[config.mk]
export PLATFORM = sky130hd
export DESIGN_NAME = ewct_ctrl
export DESIGN_NICKNAME = d
export VERILOG_FILES = /design/src/rtl/ewct_pkg.sv /design/src/rtl/ewct_ctrl.sv
export SDC_FILE = /design/constraint.sdc
export NUM_CORES = 1
export LEC_CHECK = 0
export BUFFER_PORTS_ARGS = -buffer_cell sky130_fd_sc_hd__buf_4
export CORE_AREA = 2 2 127 129
export CTS_CLUSTER_DIAMETER = 200
export DETAILED_ROUTE_END_ITERATION = 10
export DIE_AREA = 0 0 129 131
export GPL_TIMING_DRIVEN = 0
export MAX_ROUTING_LAYER = met4
export PLACE_DENSITY = 0.42
export SLEW_MARGIN = 20
export SYNTH_ARGS = -nofsm -noshare
export SYNTH_HDL_FRONTEND = slang
export SYNTH_SLANG_ARGS = --single-unit
[constraint.sdc]
create_clock -name clk -period 2.7 [get_ports clk]
set_input_delay 0.27 -clock clk [delete_from_list [all_inputs] [get_ports clk]]
set_output_delay 0.27 -clock clk [all_outputs]
set_load 0.005 [all_outputs]
[src/rtl/ewct_pkg.sv]
// Package: shared types, constants and codes for the execute-window check table.
`default_nettype none
package ewct_pkg;
	localparam int CONTEXTS = 16;
	localparam int WINDOWS  = 8;
	localparam int CTX_W    = $clog2(CONTEXTS);
	localparam int WIN_W    = (WINDOWS > 1) ? $clog2(WINDOWS) : 1;
	localparam int CNT_W    = $clog2(WINDOWS + 1);
	localparam int TAB_W    = $clog2(CONTEXTS * WINDOWS);

	typedef enum logic [1:0] {
		CMD_STAGE  = 2'd0,
		CMD_COMMIT = 2'd1,
		CMD_CLEAR  = 2'd2,
		CMD_QUERY  = 2'd3
	} cmd_t;

	typedef enum logic [1:0] {
		ST_OK      = 2'd0,
		ST_INVALID = 2'd1,
		ST_OVERLAP = 2'd2
	} status_t;

	typedef struct packed {
		logic [1:0]  command;
		logic [3:0]  context_req;
		logic [2:0]  slot;
		logic [63:0] first_va;
		logic [63:0] end_va;
		logic [15:0] key_id;
		logic [15:0] win_tag;
		logic [31:0] owner_id;
		logic [7:0]  permissions;
		logic [15:0] policy_id;
		logic [3:0]  window_count;
		logic [63:0] pc;
	} req_t;

	typedef struct packed {
		logic [1:0]  status;
		logic        allow;
		logic        matched;
		logic [15:0] hit_key_id;
		logic [15:0] hit_win_tag;
		logic [31:0] hit_owner_id;
		logic [7:0]  hit_permissions;
		logic [15:0] hit_policy_id;
	} rsp_t;

	// One window entry: addresses, owner and packed metadata
	typedef struct packed {
		logic [63:0] first_va;
		logic [63:0] end_va;
		logic [31:0] owner;
		logic [55:0] meta;
	} win_t;

	typedef enum logic [2:0] {
		S_IDLE,
		S_RANGE,
		S_PAIR,
		S_COPY,
		S_QUERY,
		S_RESP
	} state_t;

	// Controller to datapath
	typedef struct packed {
		logic           load_req;
		logic           stage_wr;
		logic           clr_rsp;
		logic           rd_stage;   // read staging slot at idx_i
		logic           chk_range;
		logic           rd_pair;    // read staging slot idx_j
		logic           chk_pair;
		logic           copy_wr;    // write last read slot into table at idx_j
		logic           size_wr;    // write set size (n or zero)
		logic           size_zero;
		logic           rd_tab;     // read table entry idx_i
		logic           chk_hit;
		logic [1:0]     set_status;
		logic           set_status_en;
		logic [WIN_W-1:0] idx_i;
		logic [WIN_W-1:0] idx_j;
	} cmd_bus_t;

	// Datapath to controller
	typedef struct packed {
		req_t           req;
		logic           ctx_ok;
		logic [CNT_W-1:0] n_commit;
		logic [CNT_W-1:0] n_query;
		logic           range_bad;
		logic           pair_bad;
		logic           hit;
	} sts_bus_t;
endpackage
`default_nettype wire

[src/rtl/ewct_ctrl.sv]
// Controller: sequences stage, commit checks, table copy, clear and query scan.
`default_nettype none
module ewct_ctrl
	import ewct_pkg::*;
(
	input  wire logic     clk,
	input  wire logic     arst_n,
	input  wire logic     in_valid,
	output logic          in_ready,
	output logic          out_valid,
	input  wire logic     out_ready,
	input  wire sts_bus_t sts,
	output cmd_bus_t      cmd
);
	state_t state_q, state_d;
	logic [CNT_W-1:0] i_q, i_d, j_q, j_d;
	logic pend_q, pend_d;   // a read issued last cycle awaits its check
	logic [1:0] op;
	logic j_end;

	assign op = sts.req.command;
	assign in_ready = (state_q == S_IDLE) || (state_q == S_RESP && out_ready);
	assign out_valid = (state_q == S_RESP);
	assign j_end = (j_q >= sts.n_commit);

	// next state
	always_comb begin
		state_d = state_q; i_d = i_q; j_d = j_q; pend_d = 1'b0;
		unique case (state_q)
			S_IDLE, S_RESP: begin
				if ((state_q == S_IDLE || out_ready) && in_valid) begin
					state_d = S_RANGE; i_d = '0; j_d = '0;
					pend_d = 1'b0;
				end else if (state_q == S_RESP && out_ready) state_d = S_IDLE;
			end
			S_RANGE: begin
				// decode step, then range scan for commits
				if (op == CMD_STAGE || op == CMD_CLEAR || !sts.ctx_ok) begin
					state_d = S_RESP;
				end else if (op == CMD_QUERY) begin
					state_d = S_QUERY;
				end else if (pend_q && sts.range_bad) begin
					state_d = S_RESP;
				end else if (i_q < sts.n_commit) begin
					i_d = i_q + 1'b1; pend_d = 1'b1;
				end else if (!pend_q) begin
					state_d = S_PAIR; i_d = '0; j_d = CNT_W'(1);
				end
			end
			S_PAIR: begin
				if (pend_q && sts.pair_bad) state_d = S_RESP;
				else if (i_q >= sts.n_commit) begin
					if (!pend_q) begin state_d = S_COPY; i_d = '0; end
				end else if (j_end) begin
					i_d = i_q + 1'b1; j_d = i_q + 2'd2;
				end else begin
					j_d = j_q + 1'b1; pend_d = 1'b1;
				end
			end
			S_COPY: begin
				if (i_q >= sts.n_commit && !pend_q) state_d = S_RESP;
				else if (i_q < sts.n_commit) begin i_d = i_q + 1'b1; pend_d = 1'b1; end
			end
			S_QUERY: begin
				if (pend_q && sts.hit) state_d = S_RESP;
				else if (i_q < sts.n_query) begin i_d = i_q + 1'b1; pend_d = 1'b1; end
				else if (!pend_q) state_d = S_RESP;
			end
			default: state_d = S_IDLE;
		endcase
	end

	// outputs
	always_comb begin
		cmd = '0;
		cmd.idx_i = i_q[WIN_W-1:0];
		cmd.idx_j = j_q[WIN_W-1:0];
		unique case (state_q)
			S_IDLE, S_RESP: begin
				if ((state_q == S_IDLE || out_ready) && in_valid) begin
					cmd.load_req = 1'b1; cmd.clr_rsp = 1'b1;
				end
			end
			S_RANGE: begin
				if (op == CMD_STAGE) cmd.stage_wr = ({1'b0, sts.req.slot} < 4'(WINDOWS));
				else if (op == CMD_CLEAR) begin
					cmd.size_wr = sts.ctx_ok; cmd.size_zero = 1'b1;
				end else if (op == CMD_COMMIT && sts.ctx_ok) begin
					if (pend_q && sts.range_bad) begin
						cmd.set_status = ST_INVALID; cmd.set_status_en = 1'b1;
					end else if (i_q < sts.n_commit) cmd.rd_stage = 1'b1;
				end
			end
			S_PAIR: begin
				if (pend_q && sts.pair_bad) begin
					cmd.set_status = ST_OVERLAP; cmd.set_status_en = 1'b1;
				end else if (i_q < sts.n_commit && !j_end) begin
					cmd.rd_stage = 1'b1; cmd.rd_pair = 1'b1;
				end
			end
			S_COPY: begin
				// read slot i, write it to the table in the following cycle at i-1
				if (pend_q) begin
					cmd.copy_wr = 1'b1;
					cmd.idx_j = WIN_W'(i_q - 1'b1);
				end
				if (i_q < sts.n_commit) begin
					cmd.rd_stage = 1'b1; cmd.idx_i = i_q[WIN_W-1:0];
				end
				if (i_q >= sts.n_commit && !pend_q) cmd.size_wr = 1'b1;
			end
			S_QUERY: begin
				if (pend_q) cmd.chk_hit = 1'b1;
				if (!(pend_q && sts.hit) && i_q < sts.n_query) cmd.rd_tab = 1'b1;
			end
			default: ;
		endcase
		cmd.chk_range = (state_q == S_RANGE) && pend_q;
		cmd.chk_pair = (state_q == S_PAIR) && pend_q;
	end

	always_ff @(posedge clk or negedge arst_n) begin
		if (!arst_n) begin
			state_q <= S_IDLE; i_q <= '0; j_q <= '0; pend_q <= 1'b0;
		end else begin
			state_q <= state_d; i_q <= i_d; j_q <= j_d; pend_q <= pend_d;
		end
	end
endmodule
`default_nettype wire

# ---- Word-level counts from Yosys, hierarchy flattened
# Cells that the tools add are included.
dict set report word_totals {
  ramBits 0
  ff_bits 12
  romBits 0
  in_bits 309
  latchBits 0
  word_cells 145
  n_memories 0
  out_inout_bits 23
}
dict set report classes {
  muxes 77
  eq_ne 29
  addsub 4
  n_bitwise 0
  div 0
  shifts 0
  reduce_logical 27
  mul 0
  n_lt_le_gt_ge 4
}
# op count
set op_table {}
lappend op_table {{4-bit 2-to-1 mux} 21}
lappend op_table {{3-bit 2-to-1 mux} 17}
lappend op_table {{2-bit != test (second input constant)} 13}
lappend op_table {{1-bit 2-to-1 mux} 25}
lappend op_table {{4-bit case mux with 5 select lines} 1}
lappend op_table {{3-bit != test (second input constant)} 6}
lappend op_table {{3-bit case mux with 5 select lines} 1}
lappend op_table {{2-bit 2-to-1 mux} 7}
lappend op_table {{4-bit case mux with 3 select lines} 1}
lappend op_table {{1-bit logical AND} 11}
lappend op_table {{11-bit AND reduction} 1}
lappend op_table {{5-bit != test (second input constant)} 2}
lappend op_table {{9-bit AND reduction} 1}
lappend op_table {{4-bit by 1-bit adder with 4-bit output (second input constant)} 2}
lappend op_table {{4-bit greater-or-equal comparator} 2}
lappend op_table {{4-bit < comparator} 2}
lappend op_table {{8-bit AND reduction} 1}
lappend op_table {{3-bit by 2-bit == test with 1-bit output (second input constant)} 2}
lappend op_table {{3-bit == test (second input constant)} 2}
lappend op_table {{3-bit case mux with 2 select lines} 1}
lappend op_table {{5-bit nonzero test} 1}
lappend op_table {{4-bit by 2-bit adder with 4-bit output (second input constant)} 1}
lappend op_table {{2-bit == test (second input constant)} 2}
lappend op_table {{1-bit zero test} 4}
lappend op_table {{11 further kinds} 14}

# ---- Depth between registers and ports, before layout
# Gate-level depths: netlist of the first run.
dict set report depth {
  word_depth 7
  mapped_depth 9
  mapped_depth_nobuf 8
}

# ---- Least setup slack after synthesis of the first run
# OpenSTA, ideal clock, no wires.
dict set report synth_timing {
  path_kind {reg2reg}
  start {reg i_q[1]}
  end {reg i_q[2]}
  setup_time_ns 0.126
  arrival_time_ns 2.156
  path_stages_with_launch 9
  t_required_ns 2.574
  path_slack_ns 0.418
  period_less_slack_ns 2.282
  n_path_buf 1
  cell_sequence {dfrtp_1 -> ha_1 -> nor2b_1 -> o211ai_1 -> and2_1 -> buf_6 -> o311a_4 -> and3_4 -> a221o_1}
}
dict set report synth_via {
  elab_chain_len 6
  elab_cells_between_ends 22
  cone_classes {1 x add/sub; 3 x order compare; 4 x eq/ne; 12 x mux; 2 x reduce/logical}
}
# item line_no
set synth_rtl {}
lappend synth_rtl {{start: declaration} ewct_ctrl.sv:16} ;# logic [CNT_W-1:0] i_q, i_d, j_q, j_d;
lappend synth_rtl {{start signal: assignment} ewct_ctrl.sv:126} ;# state_q <= state_d; i_q <= i_d; j_q <= j_d; pend_q <= pend_d;
lappend synth_rtl {{4-bit by 1-bit adder with 4-bit output / 4-bit < comparator (equally long branches)} n/a}
lappend synth_rtl {{4-bit 2-to-1 mux} ewct_ctrl.sv:44} ;# end else if (i_q < sts.n_commit) begin
lappend synth_rtl {{4-bit 2-to-1 mux} ewct_ctrl.sv:42} ;# end else if (pend_q && sts.range_bad) begin
lappend synth_rtl {{4-bit 2-to-1 mux} ewct_ctrl.sv:40} ;# end else if (op == CMD_QUERY) begin
lappend synth_rtl {{4-bit 2-to-1 mux} ewct_ctrl.sv:38} ;# if (op == CMD_STAGE || op == CMD_CLEAR || !sts.ctx_ok) begin
lappend synth_rtl {{4-bit case mux with 5 select lines} ewct_ctrl.sv:29} ;# unique case (state_q)
# Parallel ways exist; a longest one is shown, timed or not. The select of a mux whose other input is x is not followed.
# A chain may end at the register's enable or synchronous reset.

# ---- Final worst setup path of the first run
dict set report layout_timing {
  start {reg i_q[0]}
  end {reg i_q[2]}
}
# The elaborated chain is that of the path after synthesis.

==> metrics.md, run 1 <==
| Metric | Value |
|---|---|
| Max cap viols | `0` |
| Most area-consuming cells after synthesis | `dfrtp_1, ha_1, a21oi_1, nand2_1, inv_1` |
| First-pass GRT wire length | `about 9000 um` |
| R2R Path End | `i_q[2]$_DFFE_PN0P_` |
| Ordered cell list for the critical path | `inv_1, ha_1, nand4_2, and2_4, and2_1, buf_6, o311a_4, and3_4, a221o_1` |
| Vias in the first global route | `1612` |
| DR vias/cell | `3.55` |
| Ys async rst share | `100%` |
| Setup TNS | `0 ns` |
| Syn Nets | `around 520` |
| Die Width | `between 100 and 150 um` |
| Yosys reg bits | `12` |
| Slowest stage cell on the critical path | `dfrtp_1` |
| DR pass1 iterations | `4` |
| Setup CP Type | `register to register` |
| Synthesized instance count | `between 150 and 200` |
| Relative slew slack | `61.1%` |
| Yosys cell types | `49` |
| Cell Rows | `46` |
| Worst-Margin Slew | `0.579 ns` |
| Initial antenna violation count | `2` |
| H-tree levels | `1` |
| CTS tree | `yes` |
| Drt total wl | `between 5000 and 6000 um` |
| Top_reg_cell synth | `dfrtp_1` |
| Fin area | `between 0.002 and 0.0025 sq mm` |
| Wire length per cell | `approximately 12 um` |
| CP max FO | `7` |
| Final ANT Viol Nets | `0` |
| Setup Viol. Count Final | `0` |
| Yosys warns | `0` |
| Placer Congestion | `slightly above 0.8` |
| Final nets | `570` |
| Root buffer cell | `clkbuf_16` |
| Status | `finished clean` |
| Layout area overhead | `45.9%` |
| Critical Path Start Type | `register` |
| Sink Count | `12` |
| Register Area | `roughly 300 sq um` |
| Area occupied by multi-input gates | `0.00109 sq mm` |
| Data arrival time of the critical path | `2.70 ns` |
| Core outline area | `about 0.016 sq mm` |
| # port buffers | `40` |
| Initial Util | `roughly a tenth` |
| Syn avg cell area | `around 7.6 sq um` |
| CP Capture Type | `register` |
| Minimum clock period | `around 2.6 ns` |
| Final hold vios | `0` |
| Initial DRC Count | `150` |
| Pwr dens | `just over 900 mW/mm^2` |
| Full die area | `approximately 0.017 sq mm` |
| Hpwl dp | `approximately 4700 um` |
| RSZ-0062 raised after global routing | `no` |
| Worst-skew pair later-pin latency | `approximately 0.25 ns` |
| Worst setup path start | `i_q[0]$_DFFE_PN0P_` |
| Share of layout cells above drive strength 1 | `between 20% and 30%` |
| Reg2reg setup slack | `about 0.13 ns` |
| CTS max path bufs | `2` |
| Mapped cell area | `roughly 0.0015 sq mm` |
| Pin count of the biggest net entering global routing | `13` |
| FILL cells | `around 1800` |
| Worst Skew | `between 0.0008 and 0.0009 ns` |
| Worst Setup EP | `i_q[2]$_DFFE_PN0P_` |
| Sequential-to-total area share from yosys stat | `19.9%` |
| Drt drc | `0` |
| IO Count | `332` |
| Height of the chip | `between 100 and 150 um` |
| Fin worst setup slack | `approximately 0.13 ns` |
| R2R depth | `9` |
| Synth area leader | `dfrtp_1` |
| Post-synth top area share | `19.9%` |
| HP Class | `input port to asynchronous set/reset pin` |
| CTS Buf Count | `3` |
| Maximum VDD drop | `between 200 and 300 uV` |
| FF-to-FF Start | `i_q[0]$_DFFE_PN0P_` |
| Vias | `between 1500 and 2000` |
| F_max | `between 300 and 400 MHz` |
| Total gr overflow | `0` |
| Clk slew on worst S/H paths | `approximately 0.05 ns` |
| Final period utilization | `95.2%` |
| CP max stage delay | `0.51 ns` |
| Post-synth EDFFs | `0` |
| DP Worst Slack | `roughly 0.1 ns` |
| Leakage power | `0.986 nW` |
| Max-slew violation count | `0` |
| Tot GR Track Use | `7.05%` |
| Worst Path Required | `~2.8 ns` |
| Post-DP Area | `0.00208 sq mm` |
layout by cell type (no fill, tap or decap), types with 2 or more instances in the layout:
| cell type | n |
|---|---|
| a41oi_1 | 2 |
| diode_2 | 2 |
| buf_4 | 46 |
| clkbuf_16 | 3 |
| nand2_1 | 21 |
| nand3b_1 | 4 |
| mux2_2 | 2 |
| nor3_1 | 7 |
| and4bb_2 | 2 |
| ha_1 | 15 |
| o21a_1 | 3 |
| nor3b_1 | 3 |
| dfrtp_1 | 12 |
| mux2i_1 | 2 |
| a21o_1 | 2 |
| nor2_1 | 14 |
| a221o_1 | 3 |
| nand2b_1 | 3 |
| nand3_1 | 5 |
| and2_1 | 4 |
| a21oi_1 | 19 |
| nor2b_1 | 4 |
| inv_1 | 18 |
| o22ai_1 | 2 |
| and3_1 | 3 |
| o211ai_1 | 5 |
| buf_2 | 4 |
| o21ai_0 | 12 |
worst max-delay path: cells and delay by family (launching register included):
kind | cells | cell delay [ns]
flops | 1 | 0.51
buf+inv | 2 | 0.26
compound gates | 2 | 0.67
fa+ha+maj | 1 | 0.31
simple gates | 4 | 0.70
cell usage after synthesis (all sizes together), types with 2 or more instances:
library cell and count:
nand2 21, a21oi 19, inv 18, ha 15, nor2 14, dfrtp 12
o21ai 12, buf 9, nor3 7, and2 6, nand3 5, o211ai 5
and3 4, nand3b 4, nor2b 4, a221o 3, nand2b 3, nor3b 3
o21a 3, a21o 2, a41oi 2, and4bb 2, mux2 2, mux2i 2
o22ai 2
final cells by class:
| type | count | share of cell area (%) |
|---|---|---|
| diodes | 2 | 0.227 |
| inverters | 18 | 3.06 |
| plain buffers | 9 | 2.78 |
| well taps | 216 | 12.2 |
| clock buffers | 4 | 4.02 |
| multi-input cells | 159 | 49.3 |
| flip-flops and latches | 12 | 13.6 |
| repair buffers | 43 | 14.7 |
logic make-up after synthesis:
logic type	share of synthesized area, %
multiplexers	2.81
XOR/XNOR	1.16
flip-flops	19.9
AND/OR/NAND/NOR	27.8
AO/OA/AOI/OAI	27.5
buffers and inverters	8.52
adder cells (fa/ha/maj)	12.4
layer usage:
| metal | part of all wire (%) | GRT usage (%) | up-vias |
|---|---|---|---|
| met4 | 1.1 | 1.41 | 0 |
| met5 | 0 | - | - |
| met3 | 12 | 2.77 | 6 |
| met1 | 49 | 9.80 | 756 |
| li1 | - | - | 819 |
| met2 | 38 | 9.59 | 64 |
power by group:
part / switching (mW) / internal, mW / leakage, nW
clock: 0.0949 / 0.225 / 0.0442
sequential: 0.117 / 0.245 / 0.158
combinational: 0.701 / 0.666 / 0.784
total: 0.913 / 1.14 / 0.986
through the flow:
stage	hold WS [ns]	utilization [%]	total power, mW	cells
final	0.418	14.2	2.05	463
after global routing	0.437	14.2	2.24	463
after CTS	0.428	14.0	2.03	459
after detailed placement	0.134	13.4	1.70	454
after global placement	0.135	13.4	1.70	454
after floorplan	-0.0256	-	1.26	198
sequential cells by signal, indices dropped and copies added (netlist names):
register / count
j_q: 4
i_q: 4
pend_q: 1
state_q: 3
worst min-delay path by stage:
| stage | startpoint | to | cells after the start |
|---|---|---|---|
| after global placement | arst_n | pend_q$_DFF_PN0_ | 1 |
| after global routing | arst_n | j_q[2]$_DFFE_PN0P_ | 2 |
| after detailed placement | arst_n | pend_q$_DFF_PN0_ | 1 |
| after CTS | arst_n | j_q[3]$_DFFE_PN0P_ | 2 |
| final | arst_n | pend_q$_DFF_PN0_ | 2 |
| after floorplan | arst_n | i_q[0]$_DFFE_PN0P_ | 0 |
repair_timing:
item / 4_1_cts / 5_1_grt
setup endpoints to repair: 0 / 10
resized for setup: 0 / 1
endpoints found under the hold margin: 12 / 0
setup buffers: 0 / 2
hold buffers: 1 / 0
Note: power is estimated with default switching activity, not from simulation.
==> inputs of run 2 (changes only) <==
--- a/config.mk
+++ b/config.mk
@@ -11,7 +11,6 @@
 export DETAILED_ROUTE_END_ITERATION = 10
 export DIE_AREA = 0 0 129 131
 export GPL_TIMING_DRIVEN = 0
-export MAX_ROUTING_LAYER = met4
 export PLACE_DENSITY = 0.42
 export SLEW_MARGIN = 20
 export SYNTH_ARGS = -nofsm -noshare
==> run 2 against run 1 <==
  * Clock power about the same
  * Power increased by 0.24%
  * Non-clock buffer count unchanged
  * Sequential share of layout area about the same
  * Maximum frequency about the same
  * Global-route usage decreased by 0.21 points
  * Final cell count decreased by 0.22%
  * Critical path depth unchanged
  * Wire length decreased by 0.21%
  * Critical endpoint unchanged
  * Largest power group unchanged
  * Highest routed layer is now met5
==> metrics.md, run 2 (same netlist as run 1, synthesis figures left out) <==
| Metric | Value |
|---|---|
| Status | `finished clean` |
| Slowest stage cell on the critical path | `dfrtp_1` |
| Layout area overhead | `45.7%` |
| Initial Util | `9.70% (unchanged)` |
| R2R Path End | `i_q[2]$_DFFE_PN0P_` |
| Clk network pwr share | `15.7% (about the same)` |
| Most common cell after layout, fill and taps aside | `buf_4` |
| Reg2reg setup slack | `0.13 ns (about the same)` |
| Sink Count | `12 (unchanged)` |
| CP max stage delay | `0.51 ns (about the same)` |
| Initial antenna violation count | `2 (unchanged)` |
| Worst setup path start | `i_q[0]$_DFFE_PN0P_` |
| Worst-Margin Slew | `0.601 ns (+0.0214 ns)` |
| Core outline area | `0.0156 sq mm (unchanged)` |
| Sw frac | `44.7% (+0.13 points)` |
| Clk slew on worst S/H paths | `0.05 ns (about the same)` |
| Initial DRC Count | `113 (-25%)` |
| FF-to-FF Start | `i_q[0]$_DFFE_PN0P_` |
| Die Width | `129 um (unchanged)` |
| CTS tree | `yes` |
| Final period utilization | `95.2% (about the same)` |
| Setup TNS | `0 ns (unchanged)` |
| DR pass1 iterations | `4 (unchanged)` |
| Final nets | `570 (unchanged)` |
| Crit path buf inv count | `2 (unchanged)` |
| HP Class | `input port to asynchronous set/reset pin` |
| R2R depth | `9 (unchanged)` |
| Fin area | `0.00220 sq mm (-0.11%)` |
| Combinational power share | `66.6% (about the same)` |
| Share of layout cells above drive strength 1 | `27.3% (unchanged)` |
| Setup CP Type | `register to register` |
| Util after Layout | `14.1% (-0.016 points)` |
| Drt total wl | `5680 um (-0.21%)` |
| Internal | `1.14 mW (about the same)` |
| # port buffers | `40 (unchanged)` |
| Vias | `1657 (+0.73%)` |
| Relative slew slack | `59.6% (-1.4 points)` |
| CTS max path bufs | `2 (unchanged)` |
| CP delay by family, top | `simple AND/OR/NAND/NOR gates` |
| Leakage power | `0.986 nW (about the same)` |
| Cell Rows | `46 (unchanged)` |
| Final ANT Viol Nets | `0 (unchanged)` |
| Critical Path Start Type | `register` |
| Sequential power share | `17.7% (about the same)` |
| Hpwl dp | `4670 um (unchanged)` |
| First-pass GRT wire length | `8980 um (about the same)` |
| Most frequent cells in the layout | `buf_4, nand2_1, a21oi_1, inv_1, ha_1` |
| Final hold vios | `0 (unchanged)` |
| DR vias/cell | `3.59 (+0.95%)` |
| Worst Skew | `0.00193 ns (+0.00106 ns)` |
| Placer Congestion | `0.808 (-1.4%)` |
| CTS Buf Count | `3 (unchanged)` |
| Worst Setup EP | `i_q[2]$_DFFE_PN0P_` |
| Total gr overflow | `0 (unchanged)` |
| Worst-skew pair later-pin latency | `0.25 ns (about the same)` |
| CP Capture Type | `register` |
| Pin count of the biggest net entering global routing | `13 (unchanged)` |
| F_max | `389 MHz (about the same)` |
| Ordered cell list for the critical path | `inv_1, ha_1, nand4_2, and2_4, and2_1, buf_6, o311a_4, and3_4, a221o_1` |
| H-tree levels | `1 (unchanged)` |
| Stages on the worst setup path | `9 (unchanged)` |
| Full die area | `0.0169 sq mm (unchanged)` |
| Height of the chip | `131 um (unchanged)` |
| Setup Viol. Count Final | `0 (unchanged)` |
| Post-DP Area | `0.00208 sq mm (unchanged)` |
| Max-slew violation count | `0 (unchanged)` |
| RSZ-0062 raised after global routing | `no` |
| Fin Hold WS | `0.416 ns (-0.00210 ns)` |
| Tot GR Track Use | `6.85% (-0.21 points)` |
| Pwr dens | `932 mW/mm^2 (+0.35%)` |
| Vias in the first global route | `1616 (+0.25%)` |
| Largest regs | `i_q x4, j_q x4, state_q x3` |
| Maximum VDD drop | `298 uV (+0.97%)` |
| Worst Path Required | `2.83 ns (about the same)` |
| Minimum clock period | `2.57 ns (+0.000229 ns)` |
| NetSw | `0.918 mW (+0.53%)` |
| Drt drc | `0 (unchanged)` |
| Max cap viols | `0 (unchanged)` |
| Wire length per cell | `12.3 um (about the same)` |
| IO Count | `332 (unchanged)` |
| Root buffer cell | `clkbuf_16` |
| Data arrival time of the critical path | `2.70 ns (about the same)` |
| CP max FO | `7 (unchanged)` |
[run 2: cell types whose count changed in the layout (fill, tap and decap cells not counted), sizes merged]
cell	change
diode	-1
[run 2: timing repair]
action	CTS	global route
gates resized for setup	0	1
hold buffers	1	0
setup endpoints to repair	0	10
hold endpoints to repair	12	0
setup buffers	0	2
[run 2: how the worst min path moves through the flow]
stage               startpoint                endpoint  depth (start not counted)
finish                  arst_n  state_q[2]$_DFFE_PN0P_                          2
global route            arst_n      j_q[2]$_DFFE_PN0P_                          2
CTS                     arst_n      j_q[3]$_DFFE_PN0P_                          2
detailed placement      arst_n        pend_q$_DFF_PN0_                          1
global placement        arst_n        pend_q$_DFF_PN0_                          1
floorplan               arst_n      i_q[0]$_DFFE_PN0P_                          0
[run 2: stage by stage]
| step | setup WS [ns] | total power, mW | std cells |
|---|---|---|---|
| final | 0.129 | 2.05 | 462 |
| after global routing | 0.0138 | 2.25 | 461 |
| after CTS | 0.0166 | 2.03 | 459 |
| after detailed placement | 0.102 | 1.70 | 454 |
| after global placement | 0.0847 | 1.70 | 454 |
| after floorplan | 0.418 | 1.26 | 198 |
[run 2: cell type report]
| class | count | area, sq um |
|---|---|---|
| clock buffer | 4 | 88.8 |
| sequential | 12 | 300 |
| multi-input combinational | 159 | 1090 |
| timing repair buffer | 43 | 325 |
| antenna | 1 | 2.50 |
| tap | 216 | 270 |
| fill | 1794 | 13400 |
| buffer | 9 | 61.3 |
| inverter | 18 | 67.6 |
[run 2: power by group through the flow]
| stage | Combinational, mW | Sequential (mW) | Clock [mW] |
|---|---|---|---|
| final | 1.37 | 0.363 | 0.323 |
| after global routing | 1.53 | 0.380 | 0.334 |
| after CTS | 1.34 | 0.364 | 0.321 |
| after detailed placement | 1.33 | 0.364 | 0 |
| after global placement | 1.33 | 0.370 | 0 |
| after floorplan | 0.940 | 0.318 | 0 |
[run 2: layer usage]
metal | up-vias | track usage, % | part of all wire (%)
met3 | 8 | 3.09 | 10
met1 | 781 | 9.56 | 51
met5 | - | 0 | 0.18
met4 | 2 | 1.41 | 1.1
li1 | 818 | - | -
met2 | 48 | 9.65 | 37
